## src/sv/irfr_pkg.sv

```systemverilog
// irfr_pkg: shared types and constants for the imu reply frame receiver
// no dependencies; used by every module of the block
`timescale 1ns / 1ps
`default_nettype none

package irfr_pkg;

  localparam int unsigned ByteW      = 8;
  localparam int unsigned WordW      = 32;
  localparam int unsigned SkipW      = 16;
  localparam int unsigned FrameBytes = 31;
  localparam int unsigned WordCount  = 7;
  localparam int unsigned PosW       = 5;
  localparam int unsigned WordIdxW   = $clog2(WordCount);
  localparam int unsigned FifoDepth  = 4;

  localparam int unsigned OutBits    = WordCount * WordW + SkipW + 1;
  localparam int unsigned OutDataW   = ((OutBits + ByteW - 1) / ByteW) * ByteW;

  localparam logic [PosW-1:0]  TrailHiPos = PosW'(FrameBytes - 2);
  localparam logic [SkipW-1:0] SkipMax    = {SkipW{1'b1}};

  typedef enum logic [2:0] {
    TK_SKIP,
    TK_HEADER,
    TK_DATA,
    TK_TRAIL_HI,
    TK_TRAIL_LO
  } tok_kind_e;

  typedef struct packed {
    tok_kind_e         kind;
    logic [PosW-1:0]   pos;
    logic [ByteW-1:0]  data;
  } token_t;

endpackage

`default_nettype wire

```

## src/sv/irfr_front.sv

```systemverilog
// irfr_front: header hunt and byte classification into tokens
// depends on irfr_pkg
`timescale 1ns / 1ps
`default_nettype none

module irfr_front (
  input  wire                         clk_i,
  input  wire                         rst_ni,
  input  wire                         cfg_wr_en_i,
  input  wire [irfr_pkg::ByteW-1:0]   cfg_wr_data_i,
  input  wire                         byte_valid_i,
  output logic                        byte_ready_o,
  input  wire [irfr_pkg::ByteW-1:0]   byte_i,
  output logic                        tok_valid_o,
  input  wire                         tok_ready_i,
  output irfr_pkg::token_t            tok_o
);

  logic [irfr_pkg::ByteW-1:0] header_q;
  logic                       collecting_q, collecting_d;
  logic [irfr_pkg::PosW-1:0]  pos_q, pos_d;
  logic                       take;

  assign byte_ready_o = tok_ready_i;
  assign tok_valid_o  = byte_valid_i;
  assign take         = byte_valid_i && tok_ready_i;

  always_comb begin
    collecting_d = collecting_q;
    pos_d        = pos_q;
    tok_o.data   = byte_i;
    tok_o.pos    = pos_q;
    tok_o.kind   = irfr_pkg::TK_SKIP;
    if (!collecting_q) begin
      if (byte_i == header_q) begin
        tok_o.kind   = irfr_pkg::TK_HEADER;
        collecting_d = 1'b1;
        pos_d        = irfr_pkg::PosW'(1);
      end
    end else if (pos_q < irfr_pkg::TrailHiPos) begin
      tok_o.kind = irfr_pkg::TK_DATA;
      pos_d      = pos_q + irfr_pkg::PosW'(1);
    end else if (pos_q == irfr_pkg::TrailHiPos) begin
      tok_o.kind = irfr_pkg::TK_TRAIL_HI;
      pos_d      = pos_q + irfr_pkg::PosW'(1);
    end else begin
      tok_o.kind   = irfr_pkg::TK_TRAIL_LO;
      collecting_d = 1'b0;
      pos_d        = '0;
    end
  end

  always_ff @(posedge clk_i or negedge rst_ni) begin
    if (!rst_ni) begin
      header_q     <= '0;
      collecting_q <= 1'b0;
      pos_q        <= '0;
    end else begin
      if (cfg_wr_en_i) begin
        header_q <= cfg_wr_data_i;
      end
      if (take) begin
        collecting_q <= collecting_d;
        pos_q        <= pos_d;
      end
    end
  end

endmodule

`default_nettype wire

```

## src/sv/irfr_fifo.sv

```systemverilog
// irfr_fifo: short token queue between front and back
// depends on irfr_pkg; DEPTH must be a power of two, at least 2
`timescale 1ns / 1ps
`default_nettype none

module irfr_fifo #(
  parameter int unsigned DEPTH = irfr_pkg::FifoDepth
) (
  input  wire                 clk_i,
  input  wire                 rst_ni,
  input  wire                 wr_valid_i,
  output logic                wr_ready_o,
  input  irfr_pkg::token_t    wr_data_i,
  output logic                rd_valid_o,
  input  wire                 rd_ready_i,
  output irfr_pkg::token_t    rd_data_o
);

  localparam int unsigned PtrW = $clog2(DEPTH);
  localparam int unsigned CntW = $clog2(DEPTH + 1);
  localparam logic [CntW-1:0] CntFull = CntW'(DEPTH);

  irfr_pkg::token_t mem_q [DEPTH];
  logic [PtrW-1:0]  wr_ptr_q, rd_ptr_q;
  logic [CntW-1:0]  cnt_q;
  logic             push, pop;

  assign wr_ready_o = (cnt_q != CntFull);
  assign rd_valid_o = (cnt_q != '0);
  assign rd_data_o  = mem_q[rd_ptr_q];
  assign push       = wr_valid_i && wr_ready_o;
  assign pop        = rd_ready_i && rd_valid_o;

  always_ff @(posedge clk_i) begin
    if (push) begin
      mem_q[wr_ptr_q] <= wr_data_i;
    end
  end

  always_ff @(posedge clk_i or negedge rst_ni) begin
    if (!rst_ni) begin
      wr_ptr_q <= '0;
      rd_ptr_q <= '0;
      cnt_q    <= '0;
    end else begin
      if (push) begin
        wr_ptr_q <= wr_ptr_q + PtrW'(1);
      end
      if (pop) begin
        rd_ptr_q <= rd_ptr_q + PtrW'(1);
      end
      if (push && !pop) begin
        cnt_q <= cnt_q + CntW'(1);
      end else if (pop && !push) begin
        cnt_q <= cnt_q - CntW'(1);
      end
    end
  end

endmodule

`default_nettype wire

```

## src/sv/irfr_back.sv

```systemverilog
// irfr_back: sum, skip count, word capture and result register
// depends on irfr_pkg
`timescale 1ns / 1ps
`default_nettype none

module irfr_back (
  input  wire                            clk_i,
  input  wire                            rst_ni,
  input  wire                            tok_valid_i,
  output logic                           tok_ready_o,
  input  irfr_pkg::token_t               tok_i,
  output logic                           res_valid_o,
  input  wire                            res_ready_i,
  output logic [irfr_pkg::OutDataW-1:0]  res_data_o
);

  logic [irfr_pkg::WordW-1:0]    field_q [irfr_pkg::WordCount];
  logic [irfr_pkg::ByteW-1:0]    trail_hi_q;
  logic [irfr_pkg::SkipW-1:0]    skip_q;
  logic [irfr_pkg::WordW/2-1:0]  sum_q;
  logic                          out_valid_q;
  logic [irfr_pkg::OutDataW-1:0] out_data_q;
  logic                          take;
  logic                          sum_ok;
  logic [irfr_pkg::PosW-1:0]     pos_m1;
  logic [irfr_pkg::WordIdxW-1:0] widx;

  assign pos_m1 = tok_i.pos - irfr_pkg::PosW'(1);
  assign widx   = pos_m1[irfr_pkg::PosW-1:2];
  assign sum_ok = (sum_q == {trail_hi_q, tok_i.data});

  // only the final trailer byte needs room in the result register
  assign tok_ready_o = (tok_i.kind != irfr_pkg::TK_TRAIL_LO) || !out_valid_q || res_ready_i;
  assign take        = tok_valid_i && tok_ready_o;
  assign res_valid_o = out_valid_q;
  assign res_data_o  = out_data_q;

  always_ff @(posedge clk_i) begin
    if (take) begin
      case (tok_i.kind)
        irfr_pkg::TK_DATA: begin
          field_q[widx] <= {field_q[widx][irfr_pkg::WordW-irfr_pkg::ByteW-1:0], tok_i.data};
        end
        irfr_pkg::TK_TRAIL_HI: begin
          trail_hi_q <= tok_i.data;
        end
        irfr_pkg::TK_TRAIL_LO: begin
          out_data_q <= {
            (irfr_pkg::OutDataW - irfr_pkg::OutBits)'(0),
            sum_ok, skip_q,
            field_q[6], field_q[5], field_q[4], field_q[3],
            field_q[2], field_q[1], field_q[0]
          };
        end
        default: begin
        end
      endcase
    end
  end

  always_ff @(posedge clk_i or negedge rst_ni) begin
    if (!rst_ni) begin
      skip_q      <= '0;
      sum_q       <= '0;
      out_valid_q <= 1'b0;
    end else begin
      if (res_ready_i) begin
        out_valid_q <= 1'b0;
      end
      if (take) begin
        case (tok_i.kind)
          irfr_pkg::TK_SKIP: begin
            if (skip_q != irfr_pkg::SkipMax) begin
              skip_q <= skip_q + irfr_pkg::SkipW'(1);
            end
          end
          irfr_pkg::TK_HEADER: begin
            sum_q <= {{(irfr_pkg::WordW/2-irfr_pkg::ByteW){1'b0}}, tok_i.data};
          end
          irfr_pkg::TK_DATA: begin
            sum_q <= sum_q + {{(irfr_pkg::WordW/2-irfr_pkg::ByteW){1'b0}}, tok_i.data};
          end
          irfr_pkg::TK_TRAIL_LO: begin
            out_valid_q <= 1'b1;
            sum_q       <= '0;
            skip_q      <= '0;
          end
          default: begin
          end
        endcase
      end
    end
  end

endmodule

`default_nettype wire

```

## src/sv/imu_reply_frame_receiver.sv

```systemverilog
// imu_reply_frame_receiver: top level, front classifier, token queue, back end
// depends on irfr_pkg, irfr_front, irfr_fifo, irfr_back
//
//   channel   dir  width  contents
//   s_axis    in   8      rx_byte
//   m_axis    out  248    one result per frame, packed fields
//   cfg       in   8      header_byte
//
// one byte is taken per cycle while the token queue has room; the last trailer
// byte passes through the token queue, then the result register sets m_axis valid.
// only the last trailer byte token waits on the output register; the input keeps
// going until the FIFO_DEPTH token queue fills behind it.
// reset clears state, header byte and skip count.
`timescale 1ns / 1ps
`default_nettype none

module imu_reply_frame_receiver #(
  parameter int unsigned FIFO_DEPTH = irfr_pkg::FifoDepth
) (
  input  wire                            clk_i,
  input  wire                            rst_ni,
  input  wire                            cfg_wr_en_i,
  input  wire [irfr_pkg::ByteW-1:0]      cfg_wr_data_i,
  input  wire                            s_axis_tvalid,
  output logic                           s_axis_tready,
  input  wire [irfr_pkg::ByteW-1:0]      s_axis_tdata,   // rx_byte
  output logic                           m_axis_tvalid,
  input  wire                            m_axis_tready,
  // accel_x, accel_y, accel_z, rate_x, rate_y, rate_z, timestamp_ticks,
  // skipped_count, checksum_ok, zero fill
  output logic [irfr_pkg::OutDataW-1:0]  m_axis_tdata
);

  logic             f_valid, f_ready, b_valid, b_ready;
  irfr_pkg::token_t f_tok, b_tok;

  irfr_front u_front (
    .clk_i         (clk_i),
    .rst_ni        (rst_ni),
    .cfg_wr_en_i   (cfg_wr_en_i),
    .cfg_wr_data_i (cfg_wr_data_i),
    .byte_valid_i  (s_axis_tvalid),
    .byte_ready_o  (s_axis_tready),
    .byte_i        (s_axis_tdata),
    .tok_valid_o   (f_valid),
    .tok_ready_i   (f_ready),
    .tok_o         (f_tok)
  );

  irfr_fifo #(
    .DEPTH (FIFO_DEPTH)
  ) u_fifo (
    .clk_i      (clk_i),
    .rst_ni     (rst_ni),
    .wr_valid_i (f_valid),
    .wr_ready_o (f_ready),
    .wr_data_i  (f_tok),
    .rd_valid_o (b_valid),
    .rd_ready_i (b_ready),
    .rd_data_o  (b_tok)
  );

  irfr_back u_back (
    .clk_i       (clk_i),
    .rst_ni      (rst_ni),
    .tok_valid_i (b_valid),
    .tok_ready_o (b_ready),
    .tok_i       (b_tok),
    .res_valid_o (m_axis_tvalid),
    .res_ready_i (m_axis_tready),
    .res_data_o  (m_axis_tdata)
  );

endmodule

`default_nettype wire

```

## config.mk

```make
export PLATFORM = sky130hd
export DESIGN_NAME = imu_reply_frame_receiver
export DESIGN_NICKNAME = d
export VERILOG_FILES = /design/src/sv/irfr_pkg.sv /design/src/sv/irfr_front.sv /design/src/sv/irfr_fifo.sv /design/src/sv/irfr_back.sv /design/src/sv/imu_reply_frame_receiver.sv
export SDC_FILE = /design/constraint.sdc
export NUM_CORES = 1
export LEC_CHECK = 0
export ABC_AREA = 0
export BUFFER_PORTS_ARGS = -buffer_cell sky130_fd_sc_hd__clkbuf_2
export CAP_MARGIN = 20
export CORE_MARGIN = 2
export CORE_UTILIZATION = 52
export DETAILED_ROUTE_END_ITERATION = 6
export PLACE_DENSITY = 0.75
export REMOVE_ABC_BUFFERS = 1
export SETUP_SLACK_MARGIN = 0.1
export SLEW_MARGIN = 40
export SYNTH_ARGS = -nofsm -noshare
export SYNTH_HDL_FRONTEND = slang
export SYNTH_SLANG_ARGS = --single-unit
```

## constraint.sdc

```tcl
create_clock -name clk_i -period 5.6 [get_ports clk_i]
set_clock_uncertainty 0.1 [all_clocks]
set_input_delay 0 -clock clk_i [delete_from_list [all_inputs] [get_ports clk_i]]
set_output_delay 0 -clock clk_i [all_outputs]
set_load 0.05 [all_outputs]
```

==> summary.md, run 1 <==
| Metric | Value |
|---|---|
| Synth Warn # | `0` |
| Top post-synthesis cells by count | `edfxtp_1, nand2_1, a21oi_1` |
| Clk pwr share | `24.1%` |
| Most used DFF post-synth | `edfxtp_1` |
| Sequential fraction of the synthesis area | `81.7%` |
| Crit end category | `register` |
| Int Power | `0.0105 W` |
| EDFF count, synth | `561` |
| Die height | `211 um` |
| Register area | `18,200 um^2` |
| Vias in the first global route | `12,400` |
| CTS tree | `done` |
| #FFs+latches synth | `615` |
| I/O pins | `271` |
| Synth cell types | `54` |
| TritonCTS buffer count | `57` |
| Synth top area share | `75.6%` |
| Sw power | `0.00620 W` |
| Final Max Slew Viols | `0` |
| Half-perimeter wire length after placement | `29,500 um` |
| Detail Route Antenna Nets | `0` |
| Root Buffer | `clkbuf_16` |
| Core ar. | `42,100 um^2` |
| Synth area leader | `edfxtp_1` |
| Die X | `211 um` |
| Via count | `12,600` |
| Initial antenna violation count | `0` |
| Hold crit path type | `input pin to register` |
| Mean Syn Cell Area | `16.9 um^2` |
| Outcome | `complete, no violations` |
| First-pass GRT wire length | `72,500 um` |
| Worst-path clk slew | `0.06 ns` |
| DRC | `0` |
| Routed WL | `48,300 um` |
| Rows | `75` |
| RSZ-0062 raised after global routing | `no` |
| Max clock buf depth | `3` |
| Final Setup Violations | `0` |
| Cell Area, Synth | `22,300 um^2` |
| Crit path max fanout | `17` |
| DR iter-0 viols | `1,199` |
| VDD IR max | `0.000611 V` |
| CP arrival | `4.17 ns` |
| Setup TNS Final | `0 ns` |
| GRT Total Usage | `21.8%` |
| Nets | `1,688` |
| Worst Tran Pin Value | `0.843 ns` |
| Leakage | `9.62 nW` |
| # fillers | `2,850` |
| Port buffer count | `263` |
| Clock Latency Late Sink | `0.62 ns` |
| Share of synthesized registers carrying an async set or reset | `8.78%` |
| Die ar. | `44,500 um^2` |
| Fmax | `0.250 GHz` |
| Area grow syn2layout | `19.6%` |
| DR pass1 iterations | `6` |
| Min Tclk post-route | `3.99 ns` |
| Area occupied by multi-input gates | `3890 um^2` |
| Total grt overflow | `0` |
| Switching share of power | `37.1%` |
| Hold Violations, Final | `0` |
| Slew headroom | `43.7%` |
| Fin util | `63.2%` |
| Largest net degree at the start of global routing | `127` |
| Crit path required time | `5.77 ns` |
| H-tree levels | `2` |
| Setup Crit Path Kind | `register to register` |
| Setup Buffers After CTS | `0` |
| Share of layout cells above drive strength 1 | `25.6%` |
| Comb pwr share | `33.1%` |
| Critical Path Start Type | `register` |
| Antenna cells | `0` |
| Avg WL per Cell | `21.6 um` |
| Post-DR vias/cell | `5.64` |
| P per Cell Area | `627 nW/um^2` |
| GP Congestion | `0.829` |
| # Max-Cap Violations | `0` |
| Final instance area | `26,600 um^2` |
| Period utilization | `71.3%` |
| Most common cell in the netlist | `edfxtp_1` |
| Synth Instances | `1,321` |
| Synth top area cells | `edfxtp_1, dfrtp_1, nand2_1` |
| Initial Util | `52.9%` |
| Sequential cell fraction of total power | `42.8%` |
| Dpl cell area | `24,400 um^2` |
| Clock Sinks | `615` |
## worst max-delay path, cell delays in order (launching register included)
cell     delay (ns)
dfrtp_1        0.71
buf_4          0.32
mux4_2         0.58
nor2b_1        0.34
and2_1         0.26
nand2_1        0.26
nor2_4         0.64
buf_4          0.43
## worst paths after layout
path / from / to / slack [ns] / cells past startpoint
setup / recovery: u_fifo.rd_ptr_q[0] / u_back.field_q[5][4] / 1.61 / 7
hold / removal: s_axis_tdata[4] / u_fifo.mem_q[2][4] / 0.1 / 2
setup reg to reg: u_fifo.rd_ptr_q[0] / u_back.field_q[5][4] / 1.61 / 7
hold reg to reg: u_back.field_q[4][26] / m_axis_tdata[154] / 0.32 / 0
max in group asynchronous: rst_ni / u_back.sum_q[7] / 4.57 / 5
min in group asynchronous: rst_ni / u_back.skip_q[9] / 0.32 / 4
## repair_timing
item | CTS | global route
resized for setup | 0 | 0
hold buffers | 28 | 0
endpoints found under the hold margin | 99 | 0
## cell type report
class	instances	area share (%)
Sequential cell	615	68.3
Multi-Input combinational cell	644	14.6
Timing Repair Buffer	313	6.88
Clock buffer	72	5.83
Tap cell	539	2.53
Clock inverter	35	1.62
Inverter	18	0.254
## power by group through the flow
stage	Clock (W)	Sequential (W)	Combinational, W
2_1_floorplan	0	0.00801	0.00305
3_3_place_gp	0	0.00722	0.00530
3_5_place_dp	0	0.00724	0.00544
4_1_cts	0.00410	0.00715	0.00553
5_1_grt	0.00426	0.00721	0.00602
6_report	0.00403	0.00715	0.00553
## layout by cell type (no fill, tap or decap), types with 6 or more instances in the layout
master / synthesis / layout
buf_4: 10 / 15
nand2_1: 228 / 228
nor3_1: 18 / 17
ha_1: 16 / 16
clkbuf_2: 0 / 263
dlygate4sd3_1: 0 / 28
xor2_1: 6 / 6
mux4_2: 15 / 15
or4_1: 24 / 24
conb_1: 1 / 7
nand3_1: 8 / 8
o21ai_0: 35 / 35
clkinv_2: 0 / 10
bufinv_16: 0 / 8
nand4_1: 9 / 9
xnor2_1: 32 / 30
a21oi_1: 114 / 114
a22oi_1: 6 / 6
inv_1: 17 / 17
clkbuf_1: 24 / 9
nor2_1: 42 / 34
or3_1: 10 / 9
clkbuf_16: 0 / 58
edfxtp_1: 561 / 561
clkinvlp_4: 0 / 6
mux2_2: 10 / 10
dfrtp_1: 54 / 54
nor2_4: 0 / 8
## sequential cells by signal (all words and copies together), names as in the netlist, 2 cells and up
name and flops:
u_front.pos_q 5, u_back.field_q 248, u_fifo.cnt_q 3, u_front.header_q 8, m_axis_tdata 224, u_back.skip_q 16, u_back.sum_q 16, u_fifo.rd_ptr_q 2
u_back.trail_hi_q 8, u_fifo.wr_ptr_q 2, u_back.res_data_o 17, u_fifo.mem_q 64
## stage by stage
| step | power [W] | cells | hold slack, ns | worst slack (ns) |
|---|---|---|---|---|
| after floorplan | 0.0111 | 1277 | -0.396 | -14.93 |
| after global placement | 0.0125 | 2098 | 0.0864 | 1.56 |
| after detailed placement | 0.0127 | 2100 | 0.0896 | 1.50 |
| after CTS | 0.0168 | 2235 | 0.0632 | 1.47 |
| after global routing | 0.0175 | 2236 | 0.102 | 1.39 |
| final | 0.0167 | 2236 | 0.0962 | 1.61 |
## layer usage
layer | up-vias | GRT usage [%] | routed length (um)
met5 | - | 0 | 0
met2 | 647 | 36.5 | 23900
met4 | 0 | 7.33 | 1200
li1 | 5609 | - | -
met1 | 6276 | 29.5 | 19600
met3 | 88 | 3.40 | 3620
## cell families after synthesis
group	count (synthesis)	share of synthesized area [%]
flops	615	81.7
simple gates	371	7.55
compound gates	183	4.53
buf+inv	68	1.41
xor+xnor	38	1.49
mux	27	2.22
fa+ha+maj	18	1.08
other cells	1	0.0168
(Power assumes the default switching activity.)
==> run 2, diff against run 1 <==
- CORE_UTILIZATION: 52 -> 58
- PLACE_DENSITY: 0.75 -> 0.8
- clock period: 5.6 -> 4 ns (I/O delays scaled with it)
==> summary.md, run 2 (synthesis results as in run 1) <==
| Metric | Value |
|---|---|
| CTS tree | `done` |
| Crit path setup slack, layout | `0.489 ns (-1.12 ns)` |
| Clock Latency Late Sink | `0.61 ns (about the same)` |
| R2r endpoint | `u_back.sum_q[8]` |
| Leakage | `9.71 nW (+0.89%)` |
| Detail Route Antenna Nets | `0 (unchanged)` |
| H-tree levels | `2 (unchanged)` |
| Sw power | `0.00861 W (+39%)` |
| Die ar. | `40,000 um^2 (-10%)` |
| Final Setup Violations | `0 (unchanged)` |
| Port buffer count | `263 (unchanged)` |
| Min-delay src | `s_axis_tdata[3]` |
| First-pass GRT wire length | `70,700 um (-2.5%)` |
| Reg2reg start | `u_fifo.rd_ptr_q[0]` |
| Nets | `1,701 (+0.77%)` |
| Worst hold endpoint | `u_fifo.mem_q[0][3]` |
| GRT Total Usage | `24.2% (+2.4 points)` |
| DR iter-0 viols | `1,287 (+7.3%)` |
| Initial Util | `59.0% (+6.1 points)` |
| Hold crit path type | `input pin to register` |
| Area grow syn2layout | `20.1%` |
| FF-to-FF setup slack | `0.49 ns (-1.12 ns)` |
| Setup Buffers After CTS | `0 (unchanged)` |
| # fillers | `2,255 (-21%)` |
| Setup Crit Path Kind | `register to register` |
| DR pass1 iterations | `5 (-1)` |
| Core ar. | `37,800 um^2 (-10%)` |
| Fmax | `0.285 GHz (+14%)` |
| Routed WL | `47,700 um (-1.1%)` |
| Crit end category | `register` |
| Crit path max fanout | `11 (-6)` |
| Slew headroom | `46.2% (+2.5 points)` |
| Final Max Slew Viols | `0 (unchanged)` |
| Switching share of power | `36.7% (-0.41 points)` |
| Die height | `200 um (-5.2%)` |
| VDD IR max | `0.000844 V (+38%)` |
| Commonest cells after routing, fill and taps aside | `edfxtp_1, clkbuf_2, nand2_1` |
| Hold path depth | `2 (unchanged)` |
| WHS | `0.0965 ns (+0.000287 ns)` |
| Sequential cell fraction of total power | `42.6% (-0.2 points)` |
| Setup TNS Final | `0 ns (unchanged)` |
| P per Cell Area | `877 nW/um^2 (+40%)` |
| Die X | `200 um (-5.2%)` |
| Worst Tran Pin Value | `0.807 ns (-0.0360 ns)` |
| Hold Violations, Final | `0 (unchanged)` |
| Outcome | `complete, no violations` |
| Hold-fix buffers, CTS | `29 (+3.6%)` |
| Initial antenna violation count | `0 (unchanged)` |
| DP Worst Slack | `0.548 ns (-0.951 ns)` |
| Period utilization | `87.8% (+16 points)` |
| Crit path required time | `4.36 ns (-1.41 ns)` |
| Int Power | `0.0149 W (+41%)` |
| Avg WL per Cell | `21.5 um (-0.28%)` |
| Post-cts sizing count | `0 (unchanged)` |
| Worst-path clk slew | `0.07 ns (about the same)` |
| Via count | `12,700 (+0.32%)` |
| Root Buffer | `clkbuf_16` |
| Most flops, register | `u_back.field_q` |
| # Max-Cap Violations | `0 (unchanged)` |
| Fin util | `70.9% (+7.6 points)` |
| Critical path origin | `u_fifo.rd_ptr_q[0]` |
| TritonCTS buffer count | `56 (-1.8%)` |
| Vias in the first global route | `12,300 (-0.98%)` |
| RSZ-0062 raised after global routing | `no` |
| Power, Total | `0.0235 W (+41%)` |
| Critical Path Start Type | `register` |
| Share of layout cells above drive strength 1 | `25.9% (+0.33 points)` |
| Total grt overflow | `0 (unchanged)` |
| GP Congestion | `0.860 (+3.7%)` |
| Reg2reg path depth | `9 (+2)` |
| Min Tclk post-route | `3.51 ns (-0.482 ns)` |
| CP arrival | `3.87 ns (-0.30 ns)` |
| Max reg flops | `248 (unchanged)` |
| Clk pwr share | `23.7% (-0.4 points)` |
| I/O pins | `271 (unchanged)` |
| Most common cell after layout, fill and taps aside | `edfxtp_1` |
| DRC | `0 (unchanged)` |
| Half-perimeter wire length after placement | `29,500 um (+0.21%)` |
| Max clock buf depth | `3 (unchanged)` |
| Comb pwr share | `33.7% (+0.6 points)` |
| Post-DR vias/cell | `5.71 (+1.2%)` |
| Largest net degree at the start of global routing | `99 (-22%)` |
| Clock Sinks | `615 (unchanged)` |
| Antenna cells | `0 (unchanged)` |
| Rows | `71 (-5.3%)` |
==> run 2: changes by cell type in the layout (fill, tap and decap cells not counted), sizes merged <==
cell | previous run | this run
clkinv | 17 | 24
bufinv | 8 | 11
clkinvlp | 6 | 2
dlygate4sd3 | 28 | 29
buf | 22 | 35
clkbuf | 335 | 326
inv | 22 | 20
==> run 2: worst max path at each step <==
stage	to	slack (ns)	depth (start not counted)
after floorplan	u_back.res_valid_o	-16.53	4
after global placement	u_back.sum_q[8]	0.60	9
after detailed placement	u_back.sum_q[8]	0.55	9
after CTS	u_back.sum_q[8]	0.48	9
after global routing	u_back.sum_q[8]	0.24	9
final	u_back.sum_q[8]	0.49	9
==> run 2: routing by layer <==
metal	global-route usage [%]	wire [um]	vias up
li1	-	-	5635
met1	32.1	18300	6217
met2	41.2	23900	715
met3	4.33	4240	93
met4	7.68	1250	0
met5	0	0	-
==> run 2: layout make-up <==
cell class	count	area, um^2	area share, %
flip-flops and latches	615	18200	68.0
repair buffers	327	2010	7.52
inverters	18	67.6	0.253
clock buffers	63	1430	5.34
multi-input cells	644	3880	14.5
well taps	511	639	2.39
clock inverters	39	527	1.97
==> run 2: power groups by stage <==
stage / registers [W] / clock network (W) / logic [W]
after floorplan: 0.0106 / 0 / 0.00391
after global placement: 0.0101 / 0 / 0.00752
after detailed placement: 0.0101 / 0 / 0.00780
after CTS: 0.00999 / 0.00563 / 0.00788
after global routing: 0.0101 / 0.00588 / 0.00859
final: 0.00999 / 0.00557 / 0.00791
==> run 2: through the flow <==
step / instances / cell area (um^2)
after floorplan: 1277 / 22100
after global placement: 2086 / 24500
after detailed placement: 2086 / 24500
after CTS: 2217 / 26700
after global routing: 2217 / 26800
final: 2217 / 26800
==> run 2: critical path: stages (launching register included) <==
cell,delay (ns)
dfrtp_1,0.60
mux4_2,0.69
ha_1,0.29
fa_1,0.44
a211oi_1,0.40
o21ai_0,0.19
o311ai_0,0.31
a21oi_1,0.14
xnor2_1,0.14
nor2_1,0.05
